File: src/hw/rtl/mnbs_pkg.sv
// Package for the multi-needle byte search: sizes, register slots and the
// structs passed between the window, match, emit and register-bank modules.
// Used by every other file of the block; depends on nothing.
package mnbs_pkg;

   localparam int PATTERN_COUNT      = 4;
   localparam int PATTERN_MAX_BYTES  = 8;
   localparam int OFFSET_BITS        = 32;

   localparam int BYTE_BITS          = 8;
   localparam int PATTERN_BITS       = 64;
   localparam int LENGTH_BITS        = 4;
   localparam int WHICH_BITS         = 2;
   localparam int RESULT_OFFSET_BITS = 32;
   localparam int CSR_INDEX_BITS     = 4;
   localparam int CSR_DATA_BITS      = 64;

   localparam int FILL_BITS  = (PATTERN_MAX_BYTES > 1) ? $clog2(PATTERN_MAX_BYTES) : 1;
   localparam int AVAIL_BITS = $clog2(PATTERN_MAX_BYTES + 1);
   localparam int CMP_BITS   = LENGTH_BITS + 1;

   // register map: two registers per needle, bytes first
   localparam int REGS_PER_PATTERN = 2;
   localparam int REG_BYTES_SLOT   = 0;
   localparam int REG_LENGTH_SLOT  = 1;

   typedef struct packed {
      logic [PATTERN_COUNT-1:0][PATTERN_BITS-1:0] pat_bytes;
      logic [PATTERN_COUNT-1:0][LENGTH_BITS-1:0]  pat_length;
   } cfg_type;

   typedef struct packed {
      logic [PATTERN_MAX_BYTES-1:0][BYTE_BITS-1:0] data;
      logic [AVAIL_BITS-1:0]                       avail;
      logic [OFFSET_BITS-1:0]                      base;
      logic                                        last;
   } job_type;

   typedef struct packed {
      logic [PATTERN_MAX_BYTES-1:0]                 mask;
      logic [PATTERN_MAX_BYTES-1:0][WHICH_BITS-1:0] which;
      logic [OFFSET_BITS-1:0]                       base;
      logic                                         last;
   } hits_type;

endpackage

File: src/hw/rtl/mnbs_ifs.sv
// Channel interfaces of the multi-needle byte search: stream bytes in,
// match results out, register writes. Depends on mnbs_pkg.
interface mnbs_req_if;
   logic                           valid;
   logic                           ready;
   logic [mnbs_pkg::BYTE_BITS-1:0] stream_byte;
   logic                           final_byte;
   modport source (output valid, stream_byte, final_byte, input ready);
   modport sink   (input valid, stream_byte, final_byte, output ready);
endinterface

interface mnbs_rsp_if;
   logic                                    valid;
   logic                                    ready;
   logic                                    hit;
   logic [mnbs_pkg::WHICH_BITS-1:0]         which_pattern;
   logic [mnbs_pkg::RESULT_OFFSET_BITS-1:0] hit_offset;
   logic                                    scan_done;
   logic                                    run_end;
   modport source (output valid, hit, which_pattern, hit_offset, scan_done, run_end,
                   input ready);
   modport sink   (input valid, hit, which_pattern, hit_offset, scan_done, run_end,
                   output ready);
endinterface

interface mnbs_csr_if;
   logic                                valid;
   logic                                ready;
   logic [mnbs_pkg::CSR_INDEX_BITS-1:0] reg_index;
   logic [mnbs_pkg::CSR_DATA_BITS-1:0]  wdata;
   modport source (output valid, reg_index, wdata, input ready);
   modport sink   (input valid, reg_index, wdata, output ready);
endinterface

File: src/hw/rtl/mnbs_csr.sv
// Needle register bank: bytes and length of each needle, written one word
// at a time. Depends on mnbs_pkg and mnbs_ifs.
module mnbs_csr (
   input  logic              clock,
   input  logic              reset,
   mnbs_csr_if.sink          csr_bus,
   output mnbs_pkg::cfg_type cfg
);

   mnbs_pkg::cfg_type cfg_ff;
   mnbs_pkg::cfg_type cfg_in;

   assign csr_bus.ready = 1'b1;
   assign cfg           = cfg_ff;

   // indexes beyond the map match no slot and drop
   always_comb begin
      cfg_in = cfg_ff;
      if (csr_bus.valid) begin
         for (int i = 0; i < mnbs_pkg::PATTERN_COUNT; i++) begin
            if (csr_bus.reg_index == mnbs_pkg::CSR_INDEX_BITS'(
                   i * mnbs_pkg::REGS_PER_PATTERN + mnbs_pkg::REG_BYTES_SLOT)) begin
               cfg_in.pat_bytes[i] = csr_bus.wdata[mnbs_pkg::PATTERN_BITS-1:0];
            end
            if (csr_bus.reg_index == mnbs_pkg::CSR_INDEX_BITS'(
                   i * mnbs_pkg::REGS_PER_PATTERN + mnbs_pkg::REG_LENGTH_SLOT)) begin
               cfg_in.pat_length[i] = csr_bus.wdata[mnbs_pkg::LENGTH_BITS-1:0];
            end
         end
      end
   end

   always_ff @(posedge clock) begin
      if (reset) begin
         cfg_ff <= '0;
      end else begin
         cfg_ff <= cfg_in;
      end
   end

endmodule

File: src/hw/rtl/mnbs_window.sv
// Input side: byte window, fill count and stream position, and the job
// register that hands each byte with its window to matching.
// Depends on mnbs_pkg and mnbs_ifs.
module mnbs_window (
   input  logic              clock,
   input  logic              reset,
   mnbs_req_if.sink          req_bus,
   input  logic              job_taken,
   output logic              job_valid,
   output mnbs_pkg::job_type job
);

   localparam int MaxB = mnbs_pkg::PATTERN_MAX_BYTES;

   logic [MaxB-1:0][mnbs_pkg::BYTE_BITS-1:0] window_ff, window_in;
   logic [mnbs_pkg::FILL_BITS-1:0]           fill_ff, fill_in;
   logic [mnbs_pkg::OFFSET_BITS-1:0]         pos_ff, pos_in;
   logic                                     job_valid_ff, job_valid_in;
   mnbs_pkg::job_type                        job_ff, job_in;

   logic                                     accept;
   logic                                     full;
   logic [MaxB-1:0][mnbs_pkg::BYTE_BITS-1:0] merged;

   assign req_bus.ready = !job_valid_ff || job_taken;
   assign accept        = req_bus.valid && req_bus.ready;
   assign full          = (fill_ff == mnbs_pkg::FILL_BITS'(MaxB - 1));
   assign job_valid     = job_valid_ff;
   assign job           = job_ff;

   always_comb begin
      // window bytes followed by the new byte at the fill point
      for (int i = 0; i < MaxB; i++) begin
         merged[i] = (mnbs_pkg::FILL_BITS'(i) == fill_ff) ? req_bus.stream_byte
                                                          : window_ff[i];
      end

      window_in = window_ff;
      fill_in   = fill_ff;
      pos_in    = pos_ff;
      if (accept) begin
         if (req_bus.final_byte) begin
            window_in = '0;
            fill_in   = '0;
            pos_in    = '0;
         end else if (full) begin
            // oldest offset is tested now: shift it out
            for (int i = 0; i < MaxB - 1; i++) begin
               window_in[i] = merged[i+1];
            end
            pos_in = pos_ff + 1'b1;
         end else begin
            window_in = merged;
            fill_in   = fill_ff + 1'b1;
            pos_in    = pos_ff + 1'b1;
         end
      end

      job_in.data  = merged;
      job_in.avail = mnbs_pkg::AVAIL_BITS'(fill_ff) + 1'b1;
      job_in.base  = pos_ff - mnbs_pkg::OFFSET_BITS'(fill_ff);
      job_in.last  = req_bus.final_byte;

      if (accept) begin
         job_valid_in = 1'b1;
      end else if (job_taken) begin
         job_valid_in = 1'b0;
      end else begin
         job_valid_in = job_valid_ff;
      end
   end

   always_ff @(posedge clock) begin
      if (reset) begin
         window_ff    <= '0;
         fill_ff      <= '0;
         pos_ff       <= '0;
         job_valid_ff <= 1'b0;
      end else begin
         window_ff    <= window_in;
         fill_ff      <= fill_in;
         pos_ff       <= pos_in;
         job_valid_ff <= job_valid_in;
      end
   end

   always_ff @(posedge clock) begin
      if (accept) begin
         job_ff <= job_in;
      end
   end

   a_final_restarts: assert property (@(posedge clock) disable iff (reset)
      accept && req_bus.final_byte |=> fill_ff == '0 && pos_ff == '0)
      else $error("stream state not cleared after final byte");

   a_full_stays: assert property (@(posedge clock) disable iff (reset)
      accept && !req_bus.final_byte && full |=> full)
      else $error("full window lost a byte");

endmodule

File: src/hw/rtl/mnbs_match.sv
// Needle compare: for every tested offset of a job, the first needle in priority
// order that fits and matches. Pure logic. Depends on mnbs_pkg.
module mnbs_match (
   input  mnbs_pkg::cfg_type  cfg,
   input  mnbs_pkg::job_type  job,
   output mnbs_pkg::hits_type hits
);

   localparam int MaxB = mnbs_pkg::PATTERN_MAX_BYTES;

   always_comb begin
      logic                             found;
      logic                             test;
      logic                             fits;
      logic                             eq;
      logic [mnbs_pkg::CMP_BITS-1:0]    len_ext;
      logic [mnbs_pkg::CMP_BITS-1:0]    room;

      hits.base = job.base;
      hits.last = job.last;
      for (int k = 0; k < MaxB; k++) begin
         hits.mask[k]  = 1'b0;
         hits.which[k] = '0;
         found = 1'b0;
         // a mid-stream byte tests only the oldest offset of a full window
         if (job.last) begin
            test = (mnbs_pkg::AVAIL_BITS'(k) < job.avail);
         end else begin
            test = (k == 0) && (job.avail == mnbs_pkg::AVAIL_BITS'(MaxB));
         end
         room = mnbs_pkg::CMP_BITS'(job.avail) - mnbs_pkg::CMP_BITS'(k);
         for (int i = 0; i < mnbs_pkg::PATTERN_COUNT; i++) begin
            len_ext = mnbs_pkg::CMP_BITS'(cfg.pat_length[i]);
            fits    = (len_ext <= mnbs_pkg::CMP_BITS'(MaxB)) && (len_ext <= room);
            eq      = 1'b1;
            for (int j = 0; j < MaxB; j++) begin
               if (k + j < MaxB) begin
                  if (mnbs_pkg::CMP_BITS'(j) < len_ext &&
                      cfg.pat_bytes[i][mnbs_pkg::BYTE_BITS*j +: mnbs_pkg::BYTE_BITS]
                         != job.data[k+j]) begin
                     eq = 1'b0;
                  end
               end
            end
            if (test && fits && eq && !found) begin
               found         = 1'b1;
               hits.mask[k]  = 1'b1;
               hits.which[k] = mnbs_pkg::WHICH_BITS'(i);
            end
         end
      end
   end

endmodule

File: src/hw/rtl/mnbs_emit.sv
// Result side: hit register that holds one job's matches, and the output
// register that sends them one word a cycle when not stalled, oldest offset
// first, then the closing word after a final byte. Depends on mnbs_pkg and mnbs_ifs.
module mnbs_emit (
   input  logic               clock,
   input  logic               reset,
   input  logic               job_valid,
   input  mnbs_pkg::hits_type hits,
   output logic               job_taken,
   mnbs_rsp_if.source         rsp_bus
);

   localparam int MaxB = mnbs_pkg::PATTERN_MAX_BYTES;

   logic                                      b_valid_ff, b_valid_in;
   mnbs_pkg::hits_type                        b_ff, b_in;
   logic                                      out_valid_ff, out_valid_in;
   logic                                      hit_ff;
   logic [mnbs_pkg::WHICH_BITS-1:0]           which_ff;
   logic [mnbs_pkg::RESULT_OFFSET_BITS-1:0]   offset_ff;
   logic                                      done_ff;
   logic                                      end_ff;

   logic                                      out_free;
   logic                                      any;
   logic                                      emit;
   logic                                      b_last;
   logic                                      b_take;
   logic                                      produces;
   logic                                      sel_found;
   logic [mnbs_pkg::FILL_BITS-1:0]            sel;
   logic [MaxB-1:0]                           mask_rest;
   logic [mnbs_pkg::OFFSET_BITS-1:0]          sel_offset;

   assign out_free  = !out_valid_ff || rsp_bus.ready;
   assign any       = |b_ff.mask;
   assign emit      = b_valid_ff && out_free;
   assign mask_rest = b_ff.mask & (b_ff.mask - 1'b1);
   assign b_last    = any ? (mask_rest == '0 && !b_ff.last) : 1'b1;
   assign b_take    = !b_valid_ff || (emit && b_last);
   assign produces  = (|hits.mask) || hits.last;
   // a job with nothing to report drops at once
   assign job_taken = job_valid && (!produces || b_take);

   always_comb begin
      sel_found = 1'b0;
      sel       = '0;
      for (int k = 0; k < MaxB; k++) begin
         if (!sel_found && b_ff.mask[k]) begin
            sel_found = 1'b1;
            sel       = mnbs_pkg::FILL_BITS'(k);
         end
      end
      sel_offset = b_ff.base + mnbs_pkg::OFFSET_BITS'(sel);

      b_in       = b_ff;
      b_valid_in = b_valid_ff;
      if (job_valid && produces && b_take) begin
         b_in       = hits;
         b_valid_in = 1'b1;
      end else if (emit) begin
         b_in.mask  = mask_rest;
         b_valid_in = !b_last;
      end

      if (emit) begin
         out_valid_in = 1'b1;
      end else if (rsp_bus.ready) begin
         out_valid_in = 1'b0;
      end else begin
         out_valid_in = out_valid_ff;
      end
   end

   always_ff @(posedge clock) begin
      if (reset) begin
         b_valid_ff   <= 1'b0;
         out_valid_ff <= 1'b0;
      end else begin
         b_valid_ff   <= b_valid_in;
         out_valid_ff <= out_valid_in;
      end
   end

   always_ff @(posedge clock) begin
      b_ff <= b_in;
      if (emit) begin
         hit_ff    <= any;
         which_ff  <= any ? b_ff.which[sel] : '0;
         offset_ff <= any ? mnbs_pkg::RESULT_OFFSET_BITS'(sel_offset) : '0;
         done_ff   <= !any;
         end_ff    <= any ? !b_ff.last : 1'b1;
      end
   end

   assign rsp_bus.valid         = out_valid_ff;
   assign rsp_bus.hit           = hit_ff;
   assign rsp_bus.which_pattern = which_ff;
   assign rsp_bus.hit_offset    = offset_ff;
   assign rsp_bus.scan_done     = done_ff;
   assign rsp_bus.run_end       = end_ff;

   a_hold_has_work: assert property (@(posedge clock) disable iff (reset)
      b_valid_ff |-> (|b_ff.mask) || b_ff.last)
      else $error("hit register held with nothing to send");

   a_close_word: assert property (@(posedge clock) disable iff (reset)
      emit && !any |=> out_valid_ff && done_ff && end_ff && !hit_ff)
      else $error("closing word malformed");

endmodule

File: src/hw/rtl/multi_needle_byte_search.sv
// Multi-needle byte search. A taken byte passes the job register, then the hit
// register, then the output register; back-pressure can hold it at each one.
// One byte a cycle while nothing stalls; a final byte holds its results in the
// hit register and sends one word per ready cycle (up to nine), stalling input while more than one remains.
// Synchronous active-high reset clears needles, window, position and all valids.
module multi_needle_byte_search (
   input  logic        clock,
   input  logic        reset,
   mnbs_req_if.sink    req_bus,
   mnbs_rsp_if.source  rsp_bus,
   mnbs_csr_if.sink    csr_bus
);

   mnbs_pkg::cfg_type  cfg;
   mnbs_pkg::job_type  job;
   mnbs_pkg::hits_type hits;
   logic               job_valid;
   logic               job_taken;

   // needle registers, to be written only while the block is idle; the block does not enforce it
   mnbs_csr u_csr (
      .clock   (clock),
      .reset   (reset),
      .csr_bus (csr_bus),
      .cfg     (cfg)
   );

   // hold the last bytes and the position; register each byte with its window
   mnbs_window u_window (
      .clock     (clock),
      .reset     (reset),
      .req_bus   (req_bus),
      .job_taken (job_taken),
      .job_valid (job_valid),
      .job       (job)
   );

   // test every needle at every pending offset in parallel
   mnbs_match u_match (
      .cfg  (cfg),
      .job  (job),
      .hits (hits)
   );

   // register the hits and send them one word at a time
   mnbs_emit u_emit (
      .clock     (clock),
      .reset     (reset),
      .job_valid (job_valid),
      .hits      (hits),
      .job_taken (job_taken),
      .rsp_bus   (rsp_bus)
   );

endmodule

File: src/flat_wrapper.sv
// flat-port wrapper written by rule: the top's interface ports become plain ports
module multi_needle_byte_search_flat 
  (clock, reset, req_bus_valid, req_bus_stream_byte, req_bus_final_byte, req_bus_ready, rsp_bus_valid, rsp_bus_hit, rsp_bus_which_pattern, rsp_bus_hit_offset, rsp_bus_scan_done, rsp_bus_run_end, rsp_bus_ready, csr_bus_valid, csr_bus_reg_index, csr_bus_wdata, csr_bus_ready);
  mnbs_req_if req_bus_i ();
  mnbs_rsp_if rsp_bus_i ();
  mnbs_csr_if csr_bus_i ();
  input  logic clock;
  input  logic reset;
  input wire logic [$bits(req_bus_i.valid)-1:0] req_bus_valid;
  input wire logic [$bits(req_bus_i.stream_byte)-1:0] req_bus_stream_byte;
  input wire logic [$bits(req_bus_i.final_byte)-1:0] req_bus_final_byte;
  output wire logic [$bits(req_bus_i.ready)-1:0] req_bus_ready;
  output wire logic [$bits(rsp_bus_i.valid)-1:0] rsp_bus_valid;
  output wire logic [$bits(rsp_bus_i.hit)-1:0] rsp_bus_hit;
  output wire logic [$bits(rsp_bus_i.which_pattern)-1:0] rsp_bus_which_pattern;
  output wire logic [$bits(rsp_bus_i.hit_offset)-1:0] rsp_bus_hit_offset;
  output wire logic [$bits(rsp_bus_i.scan_done)-1:0] rsp_bus_scan_done;
  output wire logic [$bits(rsp_bus_i.run_end)-1:0] rsp_bus_run_end;
  input wire logic [$bits(rsp_bus_i.ready)-1:0] rsp_bus_ready;
  input wire logic [$bits(csr_bus_i.valid)-1:0] csr_bus_valid;
  input wire logic [$bits(csr_bus_i.reg_index)-1:0] csr_bus_reg_index;
  input wire logic [$bits(csr_bus_i.wdata)-1:0] csr_bus_wdata;
  output wire logic [$bits(csr_bus_i.ready)-1:0] csr_bus_ready;
  assign req_bus_i.valid = req_bus_valid;
  assign req_bus_i.stream_byte = req_bus_stream_byte;
  assign req_bus_i.final_byte = req_bus_final_byte;
  assign req_bus_ready = req_bus_i.ready;
  assign rsp_bus_valid = rsp_bus_i.valid;
  assign rsp_bus_hit = rsp_bus_i.hit;
  assign rsp_bus_which_pattern = rsp_bus_i.which_pattern;
  assign rsp_bus_hit_offset = rsp_bus_i.hit_offset;
  assign rsp_bus_scan_done = rsp_bus_i.scan_done;
  assign rsp_bus_run_end = rsp_bus_i.run_end;
  assign rsp_bus_i.ready = rsp_bus_ready;
  assign csr_bus_i.valid = csr_bus_valid;
  assign csr_bus_i.reg_index = csr_bus_reg_index;
  assign csr_bus_i.wdata = csr_bus_wdata;
  assign csr_bus_ready = csr_bus_i.ready;
  multi_needle_byte_search u_core (.clock(clock), .reset(reset), .req_bus(req_bus_i), .rsp_bus(rsp_bus_i), .csr_bus(csr_bus_i));
endmodule
File: config.mk
export PLATFORM = sky130hd
export DESIGN_NAME = multi_needle_byte_search_flat
export DESIGN_NICKNAME = d
export VERILOG_FILES = /design/src/hw/rtl/mnbs_pkg.sv /design/src/hw/rtl/mnbs_ifs.sv /design/src/hw/rtl/mnbs_csr.sv /design/src/hw/rtl/mnbs_window.sv /design/src/hw/rtl/mnbs_match.sv /design/src/hw/rtl/mnbs_emit.sv /design/src/hw/rtl/multi_needle_byte_search.sv /design/src/flat_wrapper.sv
export SDC_FILE = /design/constraint.sdc
export NUM_CORES = 2
export LEC_CHECK = 0
export ABC_AREA = 1
export BUFFER_PORTS_ARGS = -buffer_cell sky130_fd_sc_hd__buf_2
export CAP_MARGIN = 30
export CORE_ASPECT_RATIO = 1.2
export CORE_UTILIZATION = 69
export CTS_CLUSTER_DIAMETER = 60
export DETAILED_ROUTE_END_ITERATION = 8
export PLACE_DENSITY = 0.95
export SLEW_MARGIN = 10
export SYNTH_ARGS = -nofsm -noshare
export SYNTH_HDL_FRONTEND = slang
export SYNTH_SLANG_ARGS = --single-unit
File: constraint.sdc
create_clock -name clock -period 6.8 [get_ports clock]
set_input_delay 0.34 -clock clock [delete_from_list [all_inputs] [get_ports clock]]
set_output_delay 0.34 -clock clock [all_outputs]
set_load 0.005 [all_outputs]
==> flow_summary.yaml, run 1 <==
die:
  start_util_pct: 70.09
  rows: 98
  die_x_um: 227.1
  die_h_um: 272.1
  pin_count: 122
synth:
  ff_latch_count_synth: 569
  post_synth_num_cell_types: 64
  synth.yosys.seq_area_share_pct: 31.81
  netlist_instances: 6093
  ys.flop_type: "sky130_fd_sc_hd__dfxtp_1"
  syn-cell-area_um2: 41940
  synthesis.nets: 6281
  synth_enable_flop_cells: 195
  synthesis.yosys.warnings: 0
  synthesized_area_divided_by_synthesized_cell_count_um2: 6.883
  synth-async-reset-ratio_pct: 0
grt:
  grt_max_degree: 182
  overflow: 9
  overall_fraction_of_global_route_tracks_in_use_pct: 75.13
clocking:
  clock_tree.htree_level_count: 2
  post-cts-setup-buffers: 0
  clock-sinks: 569
  postCtsResizedCells: 0
  cts-root-to-sink-buffers: 3
  clock_tree.root_cell: "sky130_fd_sc_hd__clkbuf_16"
  tritoncts.num_buffers: 61
placed_design:
  post_dp_cell_area_um2: 42470
  hpwl_um: 136200
  gpl.final_weighted_congestion: 1.212
  port_buffers: 120
run_status:
  status: "stopped before the end"
  failed_stage: "5_1_grt"
  tool.error: "[ERROR GRT-0232] Routing congestion too high. Check the congestion heatmap in the GUI."
==> cell usage after synthesis (all sizes together) (2+ instances only) <==
library cell	n	area share [%]
nand3b	2	0.036
o31ai	9	0.16
nand4	296	4.4
o221ai	6	0.13
clkbuf	156	1.4
inv	559	5.0
nor3b	2	0.036
nand3	158	1.9
o311ai	3	0.063
and2	2	0.030
o22ai	80	1.2
xor2	241	5.0
nand2	1453	13
a221oi	7	0.15
nor2	669	6.2
buf	268	3.3
dfxtp	374	18
a21oi	297	3.6
nor3	88	1.1
ha	104	3.1
or2	16	0.24
o21bai	5	0.090
a211oi	5	0.090
clkinv	5	0.045
and3	2	0.030
edfxtp	195	14
nor4	70	1.1
o2111ai	5	0.10
a311oi	2	0.042
a31oi	14	0.21
a22oi	2	0.036
fa	2	0.095
o211ai	6	0.11
o41ai	23	0.48
a21boi	7	0.13
o21ai	509	6.1
xnor2	443	9.3
==> cells by family after synthesis <==
group	count (synthesis)	synth area share [%]
other	1	0.008942
flip-flops	569	31.81
adder cells (fa/ha/maj)	106	3.198
XOR/XNOR	684	14.30
AND/OR/NAND/NOR	2760	28.12
AO/OA/AOI/OAI	985	12.80
buffers and inverters	988	9.765
==> metal layers <==
metal  GRT usage [%]  overflow
met1           80.28         0
met2           90.50         5
met3           58.59         0
met4           67.34         4
met5           21.56         0
==> stage by stage <==
stage / setup WS (ns) / util [%] / hold WS (ns) / cells
2_1_floorplan: 3.167 / - / 0.4003 / 6093
3_5_place_dp: 2.479 / 70.97 / 0.4054 / 6690
4_1_cts: 2.314 / 74.90 / 0.0007601 / 6825
3_3_place_gp: 2.526 / 70.72 / 0.4021 / 6679
==> timing repair <==
| item | 4_1_cts |
|---|---|
| endpoints found under the setup margin | 0 |
| endpoints found under the hold margin | 24 |
| hold buffers | 19 |
==> run 2, diff against run 1 <==
Settings changed: CORE_ASPECT_RATIO 1.2 to unset, CORE_UTILIZATION 69 to 40, CTS_CLUSTER_DIAMETER 60 to unset, PLACE_DENSITY 0.95 to unset, PLACE_DENSITY_LB_ADDON set to 0.15.
==> run 2 against run 1 <==
Against the previous run: the flow now finishes, with violations (design-rule violations); area after synthesis is the same; synthesized cell count unchanged.
==> flow_summary.yaml, run 2 <==
critical_path:
  setup.reg_to_reg.worst_slack_ns: 2.18
  r2r-end: "u_core.u_window.job[10]$_DFFE_PP_"
  critical_path.cell_chain: "inv_1, ha_1, nand2_2, nand2_1, nand2_1, nand2_1, a21oi_1, nand2_1, nor2_1, nand3_1, nand2_1, nor2_4, nand2_4, nand3_4, nand2_4, inv_6, buf_4"
  start_kind: "flop"
  critical_path.top_delay_family: "buffers and inverters"
  required_ns: 7.10
  crit_path_max_fanout: 79
  critical-path-slowest-cell: "sky130_fd_sc_hd__ha_1"
  reg2regPathDepth: 17
  critical_path.n_buffers_inverters: 3
  worstSetupEndpointType: "flop"
  reg2reg_from: "u_core.u_window.job[36]$_DFFE_PP_"
  critPathMaxStageDelay_ns: 0.63
  arrival_ns: 4.92
  timing.setup.critical_path_class: "reg2reg"
  stages_on_worst_setup_path: 17
  critical-path-top-cell-by-count: "sky130_fd_sc_hd__nand2_1"
synth:
  ys.flop_type: "sky130_fd_sc_hd__dfxtp_1"
  netlist.top_cell.by_area: "sky130_fd_sc_hd__dfxtp_1"
  synth_enable_flop_cells: 195
  synth_commonest_cells: "1,448 x sky130_fd_sc_hd__nand2_1, 648 x sky130_fd_sc_hd__nor2_1, 496 x sky130_fd_sc_hd__inv_1"
  netlist_top_cells_area: "sky130_fd_sc_hd__dfxtp_1 18%, sky130_fd_sc_hd__edfxtp_1 14%, sky130_fd_sc_hd__nand2_1 13%"
  post-synth-top-area-fraction_pct: 17.85
  synth-async-reset-ratio_pct: 0
  synthesized_area_divided_by_synthesized_cell_count_um2: 6.883
  synthesis.nets: 6281
  syn-cell-area_um2: 41940
  ff_latch_count_synth: 569
  netlist_instances: 6093
  synthesis.yosys.warnings: 0
  synth.yosys.seq_area_share_pct: 31.81
  yosysMostFrequentCell: "sky130_fd_sc_hd__nand2_1"
  post_synth_num_cell_types: 64
sta:
  unrepaired_setup_endpoints_after_global_routing: "false"
  hold_viol_final: 0
  fmax_mhz: 216.2
  final.setup.tns_ns: 0
  timing_max_transition_violations_final: 0
  worst_pin_slew_ns: 1.165
  final.setup.worst_slack_ns: 2.176
  timing.final.crit_share_pct: 68.00
  max_slew_headroom_pct: 22.34
  hold_ws_ns: 0.02542
  final.setup_skew_ns: 0.05096
  setup_viols_final: 0
  timing.final.crit_period_ns: 4.624
clocking:
  cts-root-to-sink-buffers: 3
  clock_tree.htree_level_count: 3
  postCtsResizedCells: 0
  post-cts-setup-buffers: 0
  tritoncts.num_buffers: 71
  clock_latency_ns: 0.69
  clock_tree.root_cell: "sky130_fd_sc_hd__clkbuf_16"
  clock_transition_at_the_register_clock_pins_on_the_worst_setup_and_hold_paths_after_cts_ns: 0.06
  cts_tree: "done"
  clock-sinks: 569
detailed_routing:
  vias_per_cell: 5.914
  detail_route.iter0.violations: 6254
  dr_total_vias: 44070
  detail-route-antenna-nets: 0
  detail_route.wl_per_cell_um: 27.76
  drc_errors: 2
  drt_wl_total_um: 206800
  first_pass_iters: 9
pwr:
  worst_ir_drop_vdd_mv: 0.2856
  p_per_area_nw_per_um2: 223.3
  power_leakage_nw: 19.17
grt:
  first_pass_grt_wire_length_um: 293000
  grt_pass1_vias: 40500
  overall_fraction_of_global_route_tracks_in_use_pct: 37.86
  antenna_found_initial: 15
  overflow: 0
  grt_max_degree: 144
placed_design:
  gpl.final_weighted_congestion: 1.054
  port_buffers: 120
  post_place_setup_slack_ns: 2.283
  hpwl_um: 142700
  numPlacedInstances: 7276
layout:
  largest_register_ffs: 272
  layout.cells.most_common: "sky130_fd_sc_hd__nand2_1"
  drive_gt1_share_pct: 7.732
  layout-area-overhead-vs-synth_pct: 9.705
  utilization_pct: 44.33
  finish.cell_count_without_fillers: 7452
  final_nets: 6198
  layout_common_cells: "1,447 x sky130_fd_sc_hd__nand2_1, 644 x sky130_fd_sc_hd__nor2_1, 495 x sky130_fd_sc_hd__inv_1"
worst_hold_path:
  path_category_of_the_worst_min_delay_check: "in2reg"
  whs_endpoint: "u_core.u_csr.cfg[166]$_SDFFE_PP0P_"
  hold_start: "csr_bus_wdata[22]"
  timing.hold.worst_path_depth: 3
die:
  dieArea_um2: 106100
  die_x_um: 325.8
  rows: 118
  coreArea_um2: 103800
  start_util_pct: 40.41
  pin_count: 122
  die_h_um: 325.8
run_status:
  violations_in_the_final_reports: "design-rule violations"
  status: "complete, but fails checks"
job:
  drv_cap: 0
-- run 2: metal layers --
layer  up-vias  GRT usage (%)  routed length (um)
li1      19780              -                   -
met1     20710          51.20               84750
met2      2790          53.23               82070
met3       786          10.10               25200
met4        16          23.46               14730
met5         -              0                  95
-- run 2: tightest hold or removal path, cell delays in order --
cell                      delay [ns]
sky130_fd_sc_hd__buf_2          0.13
sky130_fd_sc_hd__o21ai_0        0.09
sky130_fd_sc_hd__a21oi_1        0.10
-- run 2: metrics by stage --
| stage | power, mW | cell area (um2) |
|---|---|---|
| after floorplan | 5.337 | 41940 |
| after global placement | 6.216 | 43090 |
| after detailed placement | 6.237 | 43200 |
| after CTS | 10.23 | 45980 |
| after global routing | 10.59 | 45990 |
| final | 10.27 | 46010 |
-- run 2: layout make-up --
| class | count | area [um2] |
|---|---|---|
| antenna | 6 | 15.01 |
| clock buffer | 88 | 1932 |
| clock inverter | 41 | 460.4 |
| fill | 10790 | 57780 |
| inverter | 564 | 2130 |
| multi-input combinational | 4536 | 24550 |
| sequential | 569 | 13340 |
| tap | 1380 | 1727 |
| timing repair buffer | 268 | 1857 |
-- run 2: kinds of logic (layout without fill, tap and decap cells) --
group	count (synthesis)	in the layout	synth area share [%]
buffers and inverters	988	961	9.765
flip-flops	569	569	31.81
AND/OR/NAND/NOR	2760	2760	28.12
XOR/XNOR	684	684	14.30
AO/OA/AOI/OAI	985	985	12.80
other	1	7	0.008942
adder cells (fa/ha/maj)	106	106	3.198
-- run 2: worst max path at each step --
stage / from / to
2_1_floorplan: u_core.u_window.job[36]$_DFFE_PP_ / u_core.u_window.job[0]$_DFFE_PP_
3_3_place_gp: u_core.u_window.job[36]$_DFFE_PP_ / u_core.u_window.job[8]$_DFFE_PP_
3_5_place_dp: u_core.u_window.job[36]$_DFFE_PP_ / u_core.u_window.job[10]$_DFFE_PP_
4_1_cts: u_core.u_window.job[36]$_DFFE_PP_ / u_core.u_window.job[8]$_DFFE_PP_
5_1_grt: u_core.u_window.job[36]$_DFFE_PP_ / u_core.u_window.job[10]$_DFFE_PP_
6_report: u_core.u_window.job[36]$_DFFE_PP_ / u_core.u_window.job[10]$_DFFE_PP_
-- run 2: repair_timing --
action / in CTS / in global routing
hold buffers: 39 / 0
setup endpoints to repair: 0 / 0
endpoints found under the hold margin: 86 / 0
-- run 2: power breakdown --
part / internal (mW) / switching [mW]
clock network: 2.34 / 1.65
registers: 3.74 / 0.246
logic: 0.706 / 1.60
total: 6.78 / 3.50
(Power assumes the default switching activity.)
